===== src/hdl/sic_ram.sv =====
// generic single-write, single-read ram with registered read data
module sic_ram #(
  parameter int W = 32,
  parameter int D = 16
) (
  input  logic                 clk,
  input  logic                 we,
  input  logic [$clog2(D)-1:0] waddr,
  input  logic [W-1:0]         wdata,
  input  logic                 re,
  input  logic [$clog2(D)-1:0] raddr,
  output logic [W-1:0]         rdata
);

  logic [W-1:0] mem [D];

  // write port and read-first registered read port
  always_ff @(posedge clk) begin
    if (we) begin
      mem[waddr] <= wdata;
    end
    if (re) begin
      rdata <= mem[raddr];
    end
  end

endmodule


===== config.mk =====
export PLATFORM = sky130hd
export DESIGN_NAME = sic_ram
export DESIGN_NICKNAME = d
export VERILOG_FILES = /design/src/hdl/sic_ram.sv
export SDC_FILE = /design/constraint.sdc
export NUM_CORES = 1
export LEC_CHECK = 0
export BUFFER_PORTS_ARGS = -buffer_cell sky130_fd_sc_hd__buf_4
export CAP_MARGIN = 20
export CORE_ASPECT_RATIO = 0.9
export CORE_UTILIZATION = 55
export CTS_BUF_LIST = sky130_fd_sc_hd__clkbuf_4
export DETAILED_ROUTE_END_ITERATION = 12
export PLACE_DENSITY = 0.86
export REMOVE_ABC_BUFFERS = 1
export SLEW_MARGIN = 0
export SYNTH_ARGS = -nofsm -noshare
export SYNTH_HDL_FRONTEND = slang
export SYNTH_SLANG_ARGS = --single-unit
export TNS_END_PERCENT = 20

===== constraint.sdc =====
create_clock -name clk -period 3.1 [get_ports clk]
set_clock_uncertainty 0.05 [all_clocks]
set_input_delay 0.155 -clock clk [delete_from_list [all_inputs] [get_ports clk]]
set_output_delay 0.155 -clock clk [all_outputs]
set_load 0.05 [all_outputs]

== After elaboration in Yosys (flattened, before gate mapping) ==
Memories as Yosys holds them, arrays and structs flattened. A register that Yosys moved wholly into a read port is not among the register bits.
Cells that the tools add are included.
Widths: inputs -> output; s select.
Operators by class
  add/sub/neg operators: 0
  $mul: 0
  divide/modulo/power cells: 0
  $lt $le $gt $ge: 0
  eq/ne operators: 0
  shift operators: 0
  muxes and demuxes: 2
  bitwise logic cells: 0
  reductions and logical operators: 0
Operator list (number)
  $mux 1: 2
Storage, ports and cells
  flip-flop bits (word level): 0
  bits in latches: 0
  RAM bits: 512
  ROM bits: 0
  input port bits: 43
  output and inout port bits: 32
  word-level logic and storage cells: 3
  memories kept: 1
Memory list
  mem: words 16, width 32, rd ports 1, clocked after memory_dff 1, wr ports 1, RTL line 15  | logic [W-1:0] mem [D];

== Longest topological paths before layout ==
  depth after elaboration: 2
  mapped depth: 5
  depth with buffers taken out: 3

== Worst setup path before layout ==
OpenSTA, ideal clock, no wires.
  kind: input -> register
  start point: input waddr[2]
  end point: memory mem[0][0] (enable)
  setup time: 0.461 ns
  arrival: 2.873 ns
  required time: 2.589 ns
  slack: -0.285 ns
  stages on the path: 2
  buffers on the path: 0
  cell sequence: or3b_2 -> nor3_1
RTL lines
  start, declared: RTL line 8  | input logic [$clog2(D)-1:0] waddr,
  end, declared: RTL line 15
No word-level cell before the write port.

== Final worst setup path ==
  start point: input waddr[3]
  end point: memory mem[1][27] (enable)
No word-level cell before the write port.

==> summary.txt <==
Synth
  – YS warnings: 0
  – Portion of the post-synthesis area used by sequential elements: between 80% and 90%
  – Arithmetic-cell share of the synthesized area counting full adders, half adders and majority gates: 0%
  – Per-instance average area after synthesis: ~24 um^2
  – Synthesized instance count: 838
  – Ys async rst share: 0%
  – Synthesized-area fraction occupied by and/or/nand/nor cells: 1.25%
  – Largest family of logic cells by synthesized area: multiplexers
  – Share of the synthesized netlist area taken by xor and xnor gates: 0%
  – Top area cells in the synthesized netlist: sky130_fd_sc_hd__edfxtp_1 (81%), sky130_fd_sc_hd__mux4_2 (14%), sky130_fd_sc_hd__a22oi_1 (2.4%), sky130_fd_sc_hd__nand2_1 (0.61%), sky130_fd_sc_hd__buf_4 (0.41%)
  – Top FF cell, synth: sky130_fd_sc_hd__edfxtp_1
  – Dominant cell by count in the synthesized netlist: sky130_fd_sc_hd__edfxtp_1
  – Multiplexer fraction of the synthesized cell area: between 10% and 20%
  – Top cells by count, synth: sky130_fd_sc_hd__edfxtp_1 (544), sky130_fd_sc_hd__mux4_2 (128), sky130_fd_sc_hd__a22oi_1 (64), sky130_fd_sc_hd__nand2_1 (33), sky130_fd_sc_hd__clkbuf_1 (17)
  – Total standard cell area after synthesis: 20200 um^2
  – Cell taking the most area after synthesis: sky130_fd_sc_hd__edfxtp_1
  – Post-synthesis register bit count: 544
  – Area fraction in compound gates after synthesis: ~2.4%
  – Count of cell types in the netlist: 17
  – Number of flops mapped to enable cells by yosys: 544
  – Yosys top cell area share: ~81%

Floorplanning
  – Chip width: 204 um
  – IO Pins: 75
  – DIE AREA: 37500 um^2
  – FP Rows: 66
  – Core region area: 36200 um^2
  – Starting Density: a little under three fifths
  – Die H: 184 um

Placed design
  – DP Cell Count: 1374
  – Port buffer count: 74
  – Post-DP HPWL: 23300 um
  – Post-place setup slack: approximately 1000 ps
  – Weighted congestion reported at the end of routability-driven placement: 0.712

STA
  – Max Slew Vio Count: 0
  – Endpoints failing hold: 0
  – Unrepaired setup endpoints after global routing: no
  – Count of final setup violators: 0
  – Final worst setup slack: 659 ps
  – Fmax achieved: 0.410 GHz
  – Relative slew slack: 31.5%
  – Transition at the pin with the smallest max-transition slack: 1030 ps
  – Shortest clock period the worst path allows after layout: 2440 ps
  – Worst hold slack: around 75 ps
  – Portion of the clock cycle consumed by the worst path in the final layout: 78.8%

CTS
  – Post-CTS sizing: 0
  – Library cell used as clock root buffer: sky130_fd_sc_hd__clkbuf_4
  – Clock input transition at the sequential cells of the worst setup and hold paths: 70 ps
  – Hold buffer count at cts: 40
  – Buffer count from post-CTS setup fixing: 0
  – Bufs on Longest Clock Path: 3
  – Cts bufs inserted: roughly 120
  – Level count of the clock H-tree: 3
  – Clock latency on the worst-skew pair: 770 ps
  – Clock tree from TritonCTS: done
  – Clock sink count: 544

Global route
  – Vias in the first global route: 10600
  – Largest net degree at the start of global routing: 45
  – Wire length of the first global-routing pass: 63100 um
  – Global routing usage summed across all routing layers: 23.6%
  – Initial antenna violation count: 1
  – Aggregate global routing overflow: 0

Power and ir drop
  – Static leakage: 7.74 nW
  – Worst vdd rail ir drop: 0.329 mV
  – Power per unit of standard cell area: 622 nW/um^2
  – Final total power: 0.0147 W

Drt
  – Initial DRT Pass Iterations: 9
  – DRC violations left: 2
  – Final routed wire length divided by cell count: 25.9 um
  – Vias post-DR: 9843
  – Number of DRC violations after detailed-routing iteration 0: 868
  – Post-route ant nets: 0
  – Total detailed-routing wirelength: 42400 um
  – Via-per-instance ratio: between 6 and 7

Critical path
  – Critical path class: input pin to register
  – CP Cell Sequence: dlygate4sd3_1 > buf_4 > or3b_2 > dlygate4sd3_1 > nor2_4 > buf_4
  – Required time of the worst setup path: approximately 3500 ps
  – Largest incremental delay on the critical path: 660 ps
  – Highest net fanout along the worst path: 14
  – Crit path arrival time: 2820 ps
  – CP delay by family, top: buffers and inverters
  – Critical path buffers and inverters: 4
  – Element type at the critical path start: input pin
  – Type of destination of the critical path: register
  – Slowest CP cell: sky130_fd_sc_hd__dlygate4sd3_1

Outcome
  – Run status: finished, violations left
  – Failing checks: design-rule violations

Cells and area
  – Layout overhead on the synthesized area: 17.0%
  – Non-Filler Instances: about 1600
  – Layout cell share with drive strength beyond 1: 38.4%
  – Filler cell count in the final layout: between 2000 and 2500
  – Net count reported at finish: 1104

Worst hold path
  – Worst min path class: input pin to register

Job
  – Max-capacitance violation count: 0
==> cell families (layout without fill, tap and decap cells) <==
kind of cell           count (synthesis)  after routing
flip-flops                           544            544
multiplexers                         128            128
AO/OA/AOI/OAI                         64             64
AND/OR/NAND/NOR                       59             59
buffers and inverters                 43            365
other                                  0              1
==> placed cells by master, fill, tap and decap left out <==
cell and n:
sky130_fd_sc_hd__nor2_4 13, sky130_fd_sc_hd__a22oi_1 64, sky130_fd_sc_hd__clkbuf_8 1, sky130_fd_sc_hd__or3b_2 1, sky130_fd_sc_hd__mux4_2 128, sky130_fd_sc_hd__nand3b_1 2
sky130_fd_sc_hd__dlygate4sd3_1 40, sky130_fd_sc_hd__nand2_1 33, sky130_fd_sc_hd__clkbuf_4 181, sky130_fd_sc_hd__nand2b_1 2, sky130_fd_sc_hd__clkinv_2 9, sky130_fd_sc_hd__buf_4 89
sky130_fd_sc_hd__buf_12 13, sky130_fd_sc_hd__bufinv_16 2, sky130_fd_sc_hd__clkinv_1 28, sky130_fd_sc_hd__clkinvlp_4 2, sky130_fd_sc_hd__nor2b_4 2, sky130_fd_sc_hd__and2_2 1
sky130_fd_sc_hd__edfxtp_1 544, sky130_fd_sc_hd__nor3_2 4, sky130_fd_sc_hd__diode_2 1, sky130_fd_sc_hd__nand3_1 1
==> registers in the layout, indices dropped and copies added (netlist names) <==
signal	cells
mem	512
rdata	32
==> final timing paths <==
kind              cells after the start          to  slack, ps  startpoint
setup / recovery                      6  mem[1][27]        660    waddr[3]
hold / removal                        3  mem[0][17]         80    waddr[1]
setup reg to reg                      4    rdata[4]       1170   mem[1][4]
hold reg to reg                       3    rdata[3]        690   mem[6][3]
==> worst min-delay path, delay by kind of cell <==
| family | cells | cell delay [ps] |
|---|---|---|
| buffers and inverters | 2 | 450 |
| and+or+nand+nor | 1 | 60 |
==> cell type report <==
cell class,count,area [um^2],share of cell area (%)
Sequential cell,544,16300,69.2
Multi-Input combinational cell,251,3750,15.9
Clock buffer,181,1360,5.76
Timing Repair Buffer,143,1340,5.69
Tap cell,476,596,2.52
Clock inverter,41,225,0.954
Antenna cell,1,2.50,0.0106
==> where the power goes <==
group	total, W	switching [W]	internal (W)
sequential	0.00834	0.0000575	0.00828
clock	0.00544	0.00260	0.00284
combinational	0.000910	0.000545	0.000366
==> stage by stage <==
stage / area, um^2 / TNS (ps) / util [%]
after floorplan: 20000 / -9110 / -
after global placement: 21600 / 0 / 59.8
after detailed placement: 21600 / 0 / 59.8
after CTS: 23600 / 0 / 65.3
after global routing: 23600 / 0 / 65.3
final: 23600 / 0 / 65.3
==> layer usage <==
metal	vias to the layer above	track usage, %	routed length, um
met4	0	10.1	1210
met2	484	40.1	22200
li1	4149	-	-
met5	-	0	0
met3	92	4.20	3140
met1	5118	30.1	15700
Note: power is estimated with default switching activity, not from simulation.
