<file path="src/hdl/sic_pkg.sv">
// shared types and constants of the separable integer convolution
package sic_pkg;

  // default sizing of the top level
  localparam int DEF_MAX_TAPS  = 8;
  localparam int DEF_MAX_LINE  = 4096;
  localparam int DEF_MAX_BANDS = 4;

  // datapath and configuration port widths
  localparam int DATA_W  = 32;
  localparam int SCALE_W = 16;
  localparam int CFG_W   = 64;
  localparam int ADDR_W  = 6;

  // register map, one 64-bit slot per register
  typedef enum logic [2:0] {
    REG_TAP_COUNT,
    REG_KERNEL_SCALE,
    REG_KERNEL_OFFSET,
    REG_COEFF_LOW,
    REG_COEFF_HIGH,
    REG_LINE_ELEMENTS,
    REG_BAND_COUNT,
    REG_PIXEL_FORMAT
  } reg_idx_t;

  // pixel format codes
  typedef enum logic [2:0] {
    FMT_U8,
    FMT_S8,
    FMT_U16,
    FMT_S16,
    FMT_U32,
    FMT_S32
  } pix_fmt_t;

  // control bits that travel with each element down the pipeline
  typedef struct packed {
    logic produce;
    logic last;
  } side_t;

endpackage

</file>
<file path="src/hdl/sic_div.sv">
// pipelined signed by unsigned divider, one quotient bit per stage, truncating toward zero
module sic_div (
  input  logic                        clk,
  input  logic                        rst,
  input  logic                        en,
  input  logic                        in_valid,
  input  logic [sic_pkg::DATA_W-1:0]  in_acc,
  input  logic [sic_pkg::SCALE_W-1:0] scale,
  input  sic_pkg::side_t              in_side,
  output logic                        out_valid,
  output logic [sic_pkg::DATA_W-1:0]  out_quot,
  output sic_pkg::side_t              out_side
);
  import sic_pkg::*;

  localparam int STEPS = DATA_W;

  logic               vld [STEPS+1];
  logic               neg [STEPS+1];
  logic [DATA_W-1:0]  dvd [STEPS+1];
  logic [SCALE_W-1:0] rem [STEPS+1];
  side_t              sd  [STEPS+1];

  // entry stage: sign and magnitude
  always_ff @(posedge clk) begin
    if (rst) begin
      vld[0] <= 1'b0;
    end else if (en) begin
      vld[0] <= in_valid;
    end
    if (en) begin
      neg[0] <= in_acc[DATA_W-1];
      dvd[0] <= in_acc[DATA_W-1] ? (~in_acc + DATA_W'(1)) : in_acc;
      rem[0] <= '0;
      sd[0]  <= in_side;
    end
  end

  // restoring steps, quotient bits shift in behind the dividend
  for (genvar i = 0; i < STEPS; i++) begin : g_step
    logic [SCALE_W:0] trial;
    logic             ge;
    assign trial = {rem[i], dvd[i][DATA_W-1]};
    assign ge    = trial >= {1'b0, scale};

    always_ff @(posedge clk) begin
      if (rst) begin
        vld[i+1] <= 1'b0;
      end else if (en) begin
        vld[i+1] <= vld[i];
      end
      if (en) begin
        neg[i+1] <= neg[i];
        sd[i+1]  <= sd[i];
        dvd[i+1] <= {dvd[i][DATA_W-2:0], ge};
        rem[i+1] <= ge ? SCALE_W'(trial - {1'b0, scale}) : trial[SCALE_W-1:0];
      end
    end
  end

  // sign restore
  always_ff @(posedge clk) begin
    if (rst) begin
      out_valid <= 1'b0;
    end else if (en) begin
      out_valid <= vld[STEPS];
    end
    if (en) begin
      out_side <= sd[STEPS];
      out_quot <= neg[STEPS] ? (~dvd[STEPS] + DATA_W'(1)) : dvd[STEPS];
    end
  end

endmodule

</file>
<file path="config.mk">
export PLATFORM = sky130hd
export DESIGN_NAME = sic_div
export DESIGN_NICKNAME = d
export VERILOG_FILES = /design/src/hdl/sic_pkg.sv /design/src/hdl/sic_div.sv
export SDC_FILE = /design/constraint.sdc
export NUM_CORES = 2
export LEC_CHECK = 0
export ABC_AREA = 1
export ABC_CLOCK_PERIOD_IN_PS = 2850
export BUFFER_PORTS_ARGS = -buffer_cell sky130_fd_sc_hd__buf_2
export CAP_MARGIN = 40
export CORE_MARGIN = 1.5
export CORE_UTILIZATION = 40
export DETAILED_ROUTE_END_ITERATION = 10
export RECOVER_POWER = 100
export SLEW_MARGIN = 20
export SYNTH_ARGS = -nofsm -noshare
export SYNTH_HDL_FRONTEND = slang
export SYNTH_SLANG_ARGS = --single-unit
</file>
<file path="constraint.sdc">
create_clock -name clk -period 2.85 [get_ports clk]
set_input_delay 0.285 -clock clk [delete_from_list [all_inputs] [get_ports clk]]
set_output_delay 0.285 -clock clk [all_outputs]
set_load 0.005 [all_outputs]
</file>
# Yosys cells after proc, flatten, opt, wreduce, memory -nomap -nowiden
# Memory sizes are Yosys's and may differ from the RTL's. A register that Yosys moved wholly into a read port is not among the register bits.
# Index checks and enable logic that the tools add are counted.
# W data, S select, Z words.
[word_totals] register_bits=32 latch_bits=0 ramBits=1716 mem_bits_ro=0 inputBits=54 output_inout_bits=35 wordCells=180 n_memories=5
[classes] add_sub_neg=34 mul=0 div=0 order_cmp=32 n_eq_ne=0 n_shift=0 muxes=73 n_bitwise=35 n_reduce_logical=0
[memory_table] name="dvd" depth=33 word_bits=32 rd=33 rd_ports_with_merged_regs=0 wr=33 line="sic_div.sv:20" text="logic [DATA_W-1:0] dvd [STEPS+1];"
[memory_table] name="rem" depth=33 word_bits=16 rd=32 rd_ports_with_merged_regs=0 wr=33 line="sic_div.sv:21" text="logic [SCALE_W-1:0] rem [STEPS+1];"
[memory_table] name="sd" depth=33 word_bits=2 rd=33 rd_ports_with_merged_regs=1 wr=33 line="sic_div.sv:22" text="side_t sd [STEPS+1];"
[memory_table] name="neg" depth=33 word_bits=1 rd=33 rd_ports_with_merged_regs=0 wr=33 line="sic_div.sv:19" text="logic neg [STEPS+1];"
[memory_table] name="vld" depth=33 word_bits=1 rd=33 rd_ports_with_merged_regs=1 wr=33 line="sic_div.sv:18" text="logic vld [STEPS+1];"
[op_table] op="$ge A17 B16 Y1" n=32
[op_table] op="$mux W16" n=32
[op_table] op="$sub A16 B16 Y16" n=32
[op_table] op="$add A32 B1 Y32 const B" n=2
[op_table] op="$mux W32" n=2
[op_table] op="$not A32 Y32" n=2
[op_table] op="$mux W1" n=39
[op_table] op="$or A1 B1 Y1" n=33

# Depth between registers and ports, before layout
[logic_depth] word_depth=4 depth_mapped=15 mapped_depth_nobuf=13

# Worst setup path after synthesis
# No wires, ideal clock.
[synth_timing] path_kind="in2reg" startpoint="input scale[2] (netlist name)" endpoint="memory rem[6][4] (netlist: rem[0][100]) (data pin)" setup_ns=0.252 arrival_time_ns=2.206 t_required_ns=2.598 path_slack_ns=0.392 cell_stages=14 path_buffers=2 path_cell_list="inv_1 > ha_1 > buf_2 > nand2_1 > nand2_1 > nand2_1 > nand3_1 > nand2_1 > nand3_1 > nand2_2 > nand2_4 > buf_6 > nand2_1 > nand2_1"
[synth_rtl] element="start, declared" line="sic_div.sv:8" text="input logic [sic_pkg::SCALE_W-1:0] scale,"
[synth_rtl] element="end, declared" line="sic_div.sv:21"

==> impl_summary.log <==
[metrics] highest attainable clock frequency: 360 MHz
[metrics] most frequent cell after synthesis: nand2_1
[metrics] number of instances in the placed design: 13600
[metrics] post-detailed-placement half-perimeter wirelength: 178 mm
[metrics] unrepaired setup endpoints after global routing: false
[metrics] CTS root buffer: clkbuf_16
[metrics] DP Area: 0.101 sq mm
[metrics] total via count after detailed routing: 68300
[metrics] leakage power of the design: 50.3 nW
[metrics] maximum clock path buffer count: 3
[metrics] met1 Usage GRT: 27.4%
[metrics] endpoint arrival time on the critical path: 3.47 ns
[metrics] worst hold path type: in2reg
[metrics] final instance count without filler cells: 14000
[metrics] Final Cycle Share: 97.6%
[metrics] wire length of the first global-routing pass: 366 mm
[metrics] critical path type: in2reg
[metrics] detailed-routing iteration count for the pre-antenna-repair pass: 8
[metrics] count of endpoints failing hold in the final timing report: 0
[metrics] Detailed Route Iter0 Violations: 4905
[metrics] placement row count: 177
[metrics] final-stage net count: 11400
[metrics] Final Setup Violations: 0
[metrics] outcome: finished, final reports clean
[metrics] effective utilization at floorplan: 40.2%
[metrics] slew at the pin with the worst max-slew slack: 1.43 ns
[metrics] Max FO, Critical Path: 8
[metrics] met3 Use GR: 2.51%
[metrics] synthesized area divided by synthesized cell count: 9.14 sq um
[metrics] synthesized instance count: 10200
[metrics] CTS tree: yes
[metrics] placeable core region: 0.232 sq mm
[metrics] Inserted Clock Buffers: 187
[metrics] Layout Area Growth over Synthesis: 14.6%
[metrics] maximum number of pins on one net before global-route repair: 106
[metrics] Worst Hold Slack: 0.0871 ns
[metrics] number of nets with antenna violations after routing: 0
[metrics] GRT Total Usage: 19.8%
[metrics] count of distinct cell types in the synthesized netlist: 45
[metrics] proportion of layout cells with a drive suffix above 1: 8.03%
[metrics] minimum setup slack among reg-to-reg paths: 0.36 ns
[metrics] Data required, critical path: 3.54 ns
[metrics] Power Density: 1010 mW/mm^2
[metrics] library cell with the largest summed area after synthesis: edfxtp_1
[metrics] share of flip-flops with an asynchronous set or reset: 0%
[metrics] post-CTS resize count: 0
[metrics] leading cell types by count after synthesis: nand2_1, edfxtp_1, inv_1
[metrics] diode insertion count for antenna repair: 0
[metrics] clock slew seen by the registers of the worst setup and hold paths: 0.06 ns
[metrics] sequential share of the synthesized area: 55.4%
[metrics] maximum ir drop on the vdd rail: 0.000581 V
[metrics] biggest area contributors in the synthesized netlist: edfxtp_1, nand2_1, ha_1
[metrics] post-route DRC violation count: 0
[metrics] final-report max-slew violation count: 0
[metrics] clk_lat worst skew: 0.85 ns
[metrics] met2 Usage GRT: 32.3%
[metrics] max-cap viol count: 0
[metrics] nature of the critical path startpoint: input port
[metrics] number of clock sinks: 1719
[metrics] EDFF count, synth: 1718
[metrics] Worst Setup End Kind: flop
[metrics] ports placed on the boundary: 89
[metrics] final non-filler cell area: 0.107 sq mm
[metrics] final RePlAce weighted congestion: 0.917
[metrics] mapped cell area: 0.0932 sq mm
[metrics] number of antenna violations at the first check in global routing: 6
[metrics] number of synthesized register bits: 1719
[metrics] TNS Setup: 0 ns
[metrics] Post-Synthesis Net Count: 10800
[metrics] time the worst path needs with I/O delays and setup: 2.78 ns
[metrics] die width: 486 um
[metrics] DIE HEIGHT: 486 um
[metrics] Filler Cells Inserted: 22000
[metrics] # H-tree levels: 4
[metrics] per-cell via count in the routed design: 4.88
[metrics] vias in the first global route: 65700
[metrics] highest-utilization routing layer at the global route stage: met2
[metrics] Post-synth top flop: edfxtp_1
[metrics] post-route core utilization: 46.0%
[metrics] routed wirelength normalized by instance count: 16.8 um
[metrics] PortBufs: 88
[metrics] final WL: 236 mm
[metrics] worst clock skew: 0.0528 ns
[metrics] Total Die Area: 0.236 sq mm
[metrics] Synth Warn #: 0
[metrics] Max transition margin: 4.49%
[metrics] portion of synthesized cell area occupied by the leading cell type: 55.4%
[metrics] total congestion overflow after global routing: 0
[flip-flops by register name, summed over array words and instances (netlist names)]
signal / count
out_side: 2
neg: 33
vld: 33
out_quot: 32
out_valid: 1
sd: 66
dvd: 1056
rem: 496
[where the power goes]
part,internal [mW],switching (mW),total (mW)
registers,34.9,3.70,38.6
logic,16.2,28.1,44.3
clock network,14.4,10.2,24.6
total,65.5,42.0,107
[kinds of logic after synthesis]
| logic type | Yosys count | share of synthesized area (%) |
|---|---|---|
| and+or+nand+nor | 5634 | 25.6 |
| DFF | 1719 | 55.4 |
| buffers and inverters | 1695 | 7.31 |
| adders and majority gates | 530 | 7.36 |
| AOI/OAI and AO/OA | 385 | 2.21 |
| xor gates and xnor gates | 231 | 2.17 |
[final timing paths]
check,from,to,cells after the start
worst max-delay path,scale[2],rem[0][413]$_DFFE_PP_,14
worst min-delay path,scale[12],rem[0][16]$_DFFE_PP_,6
worst max register to register,rem[0][458]$_DFFE_PP_,rem[0][475]$_DFFE_PP_,10
worst min register to register,dvd[31][20]$_DFFE_PP_,dvd[32][21]$_DFFE_PP_,0
[area by class of cell]
| class | instances | area [sq um] | area share (%) |
|---|---|---|---|
| flip-flops and latches | 1719 | 51600 | 48.3 |
| multi-input cells | 6780 | 34600 | 32.4 |
| inverters | 1573 | 5900 | 5.53 |
| clock buffers | 214 | 4840 | 4.54 |
| repair buffers | 547 | 4610 | 4.32 |
| well taps | 3043 | 3810 | 3.56 |
| clock inverters | 136 | 1480 | 1.39 |
[cell usage in the layout, fill, tap and decap left out, types with 22 or more instances in the layout]
cell           Yosys  routed
a21oi_1          284     284
and2_1            22      22
buf_12             2      62
buf_2             49      67
buf_4             23     266
bufinv_16          0      23
clkbuf_1          10      70
clkbuf_16          0     190
clkbuf_2           2      30
clkinv_1           0      38
clkinv_2           0      36
dlygate4sd3_1      0      52
edfxtp_1        1718    1718
fa_1              30      30
ha_1             500     500
inv_1           1561    1548
inv_2             12      25
nand2_1         3798    3819
nand2_2           45      37
nand3_1          840     854
nand3b_1          72      72
nand4_1          146     146
nor2_1           500     501
nor2_4            24      24
nor3_1            93      93
o21ai_0           39      41
o21bai_1          25      25
xnor2_1           48      48
xor2_1           183     183
[timing repair]
| action | in CTS | in global routing |
|---|---|---|
| setup buffers | 0 | 0 |
| hold endpoints to repair | 90 | 0 |
| hold buffers | 52 | 0 |
[per-layer routing]
| metal | share of wire (%) | vias up |
|---|---|---|
| met2 | 46 | 1659 |
| met4 | 2.9 | 0 |
| met5 | 0 | - |
| met1 | 47 | 31800 |
| li1 | - | 34500 |
| met3 | 4.8 | 382 |
[through the flow]
step	power, mW	setup WS, ns
2_1_floorplan	68.9	0.392
4_1_cts	108	0.224
6_report	107	0.0697
5_1_grt	116	0.0274
3_3_place_gp	82.9	0.153
3_5_place_dp	83.2	0.143
[worst max-delay path, stage by stage]
cell	delay, ns
dlygate4sd3_1	0.53
clkbuf_1	0.13
inv_1	0.42
buf_4	0.41
ha_1	0.33
nand2_1	0.14
nor2_4	0.11
nand3_2	0.10
nand3_1	0.13
nand2_1	0.06
nand2_1	0.10
clkbuf_1	0.35
nand3_1	0.21
nand2_1	0.13
Power figures use the tool's default switching activity.
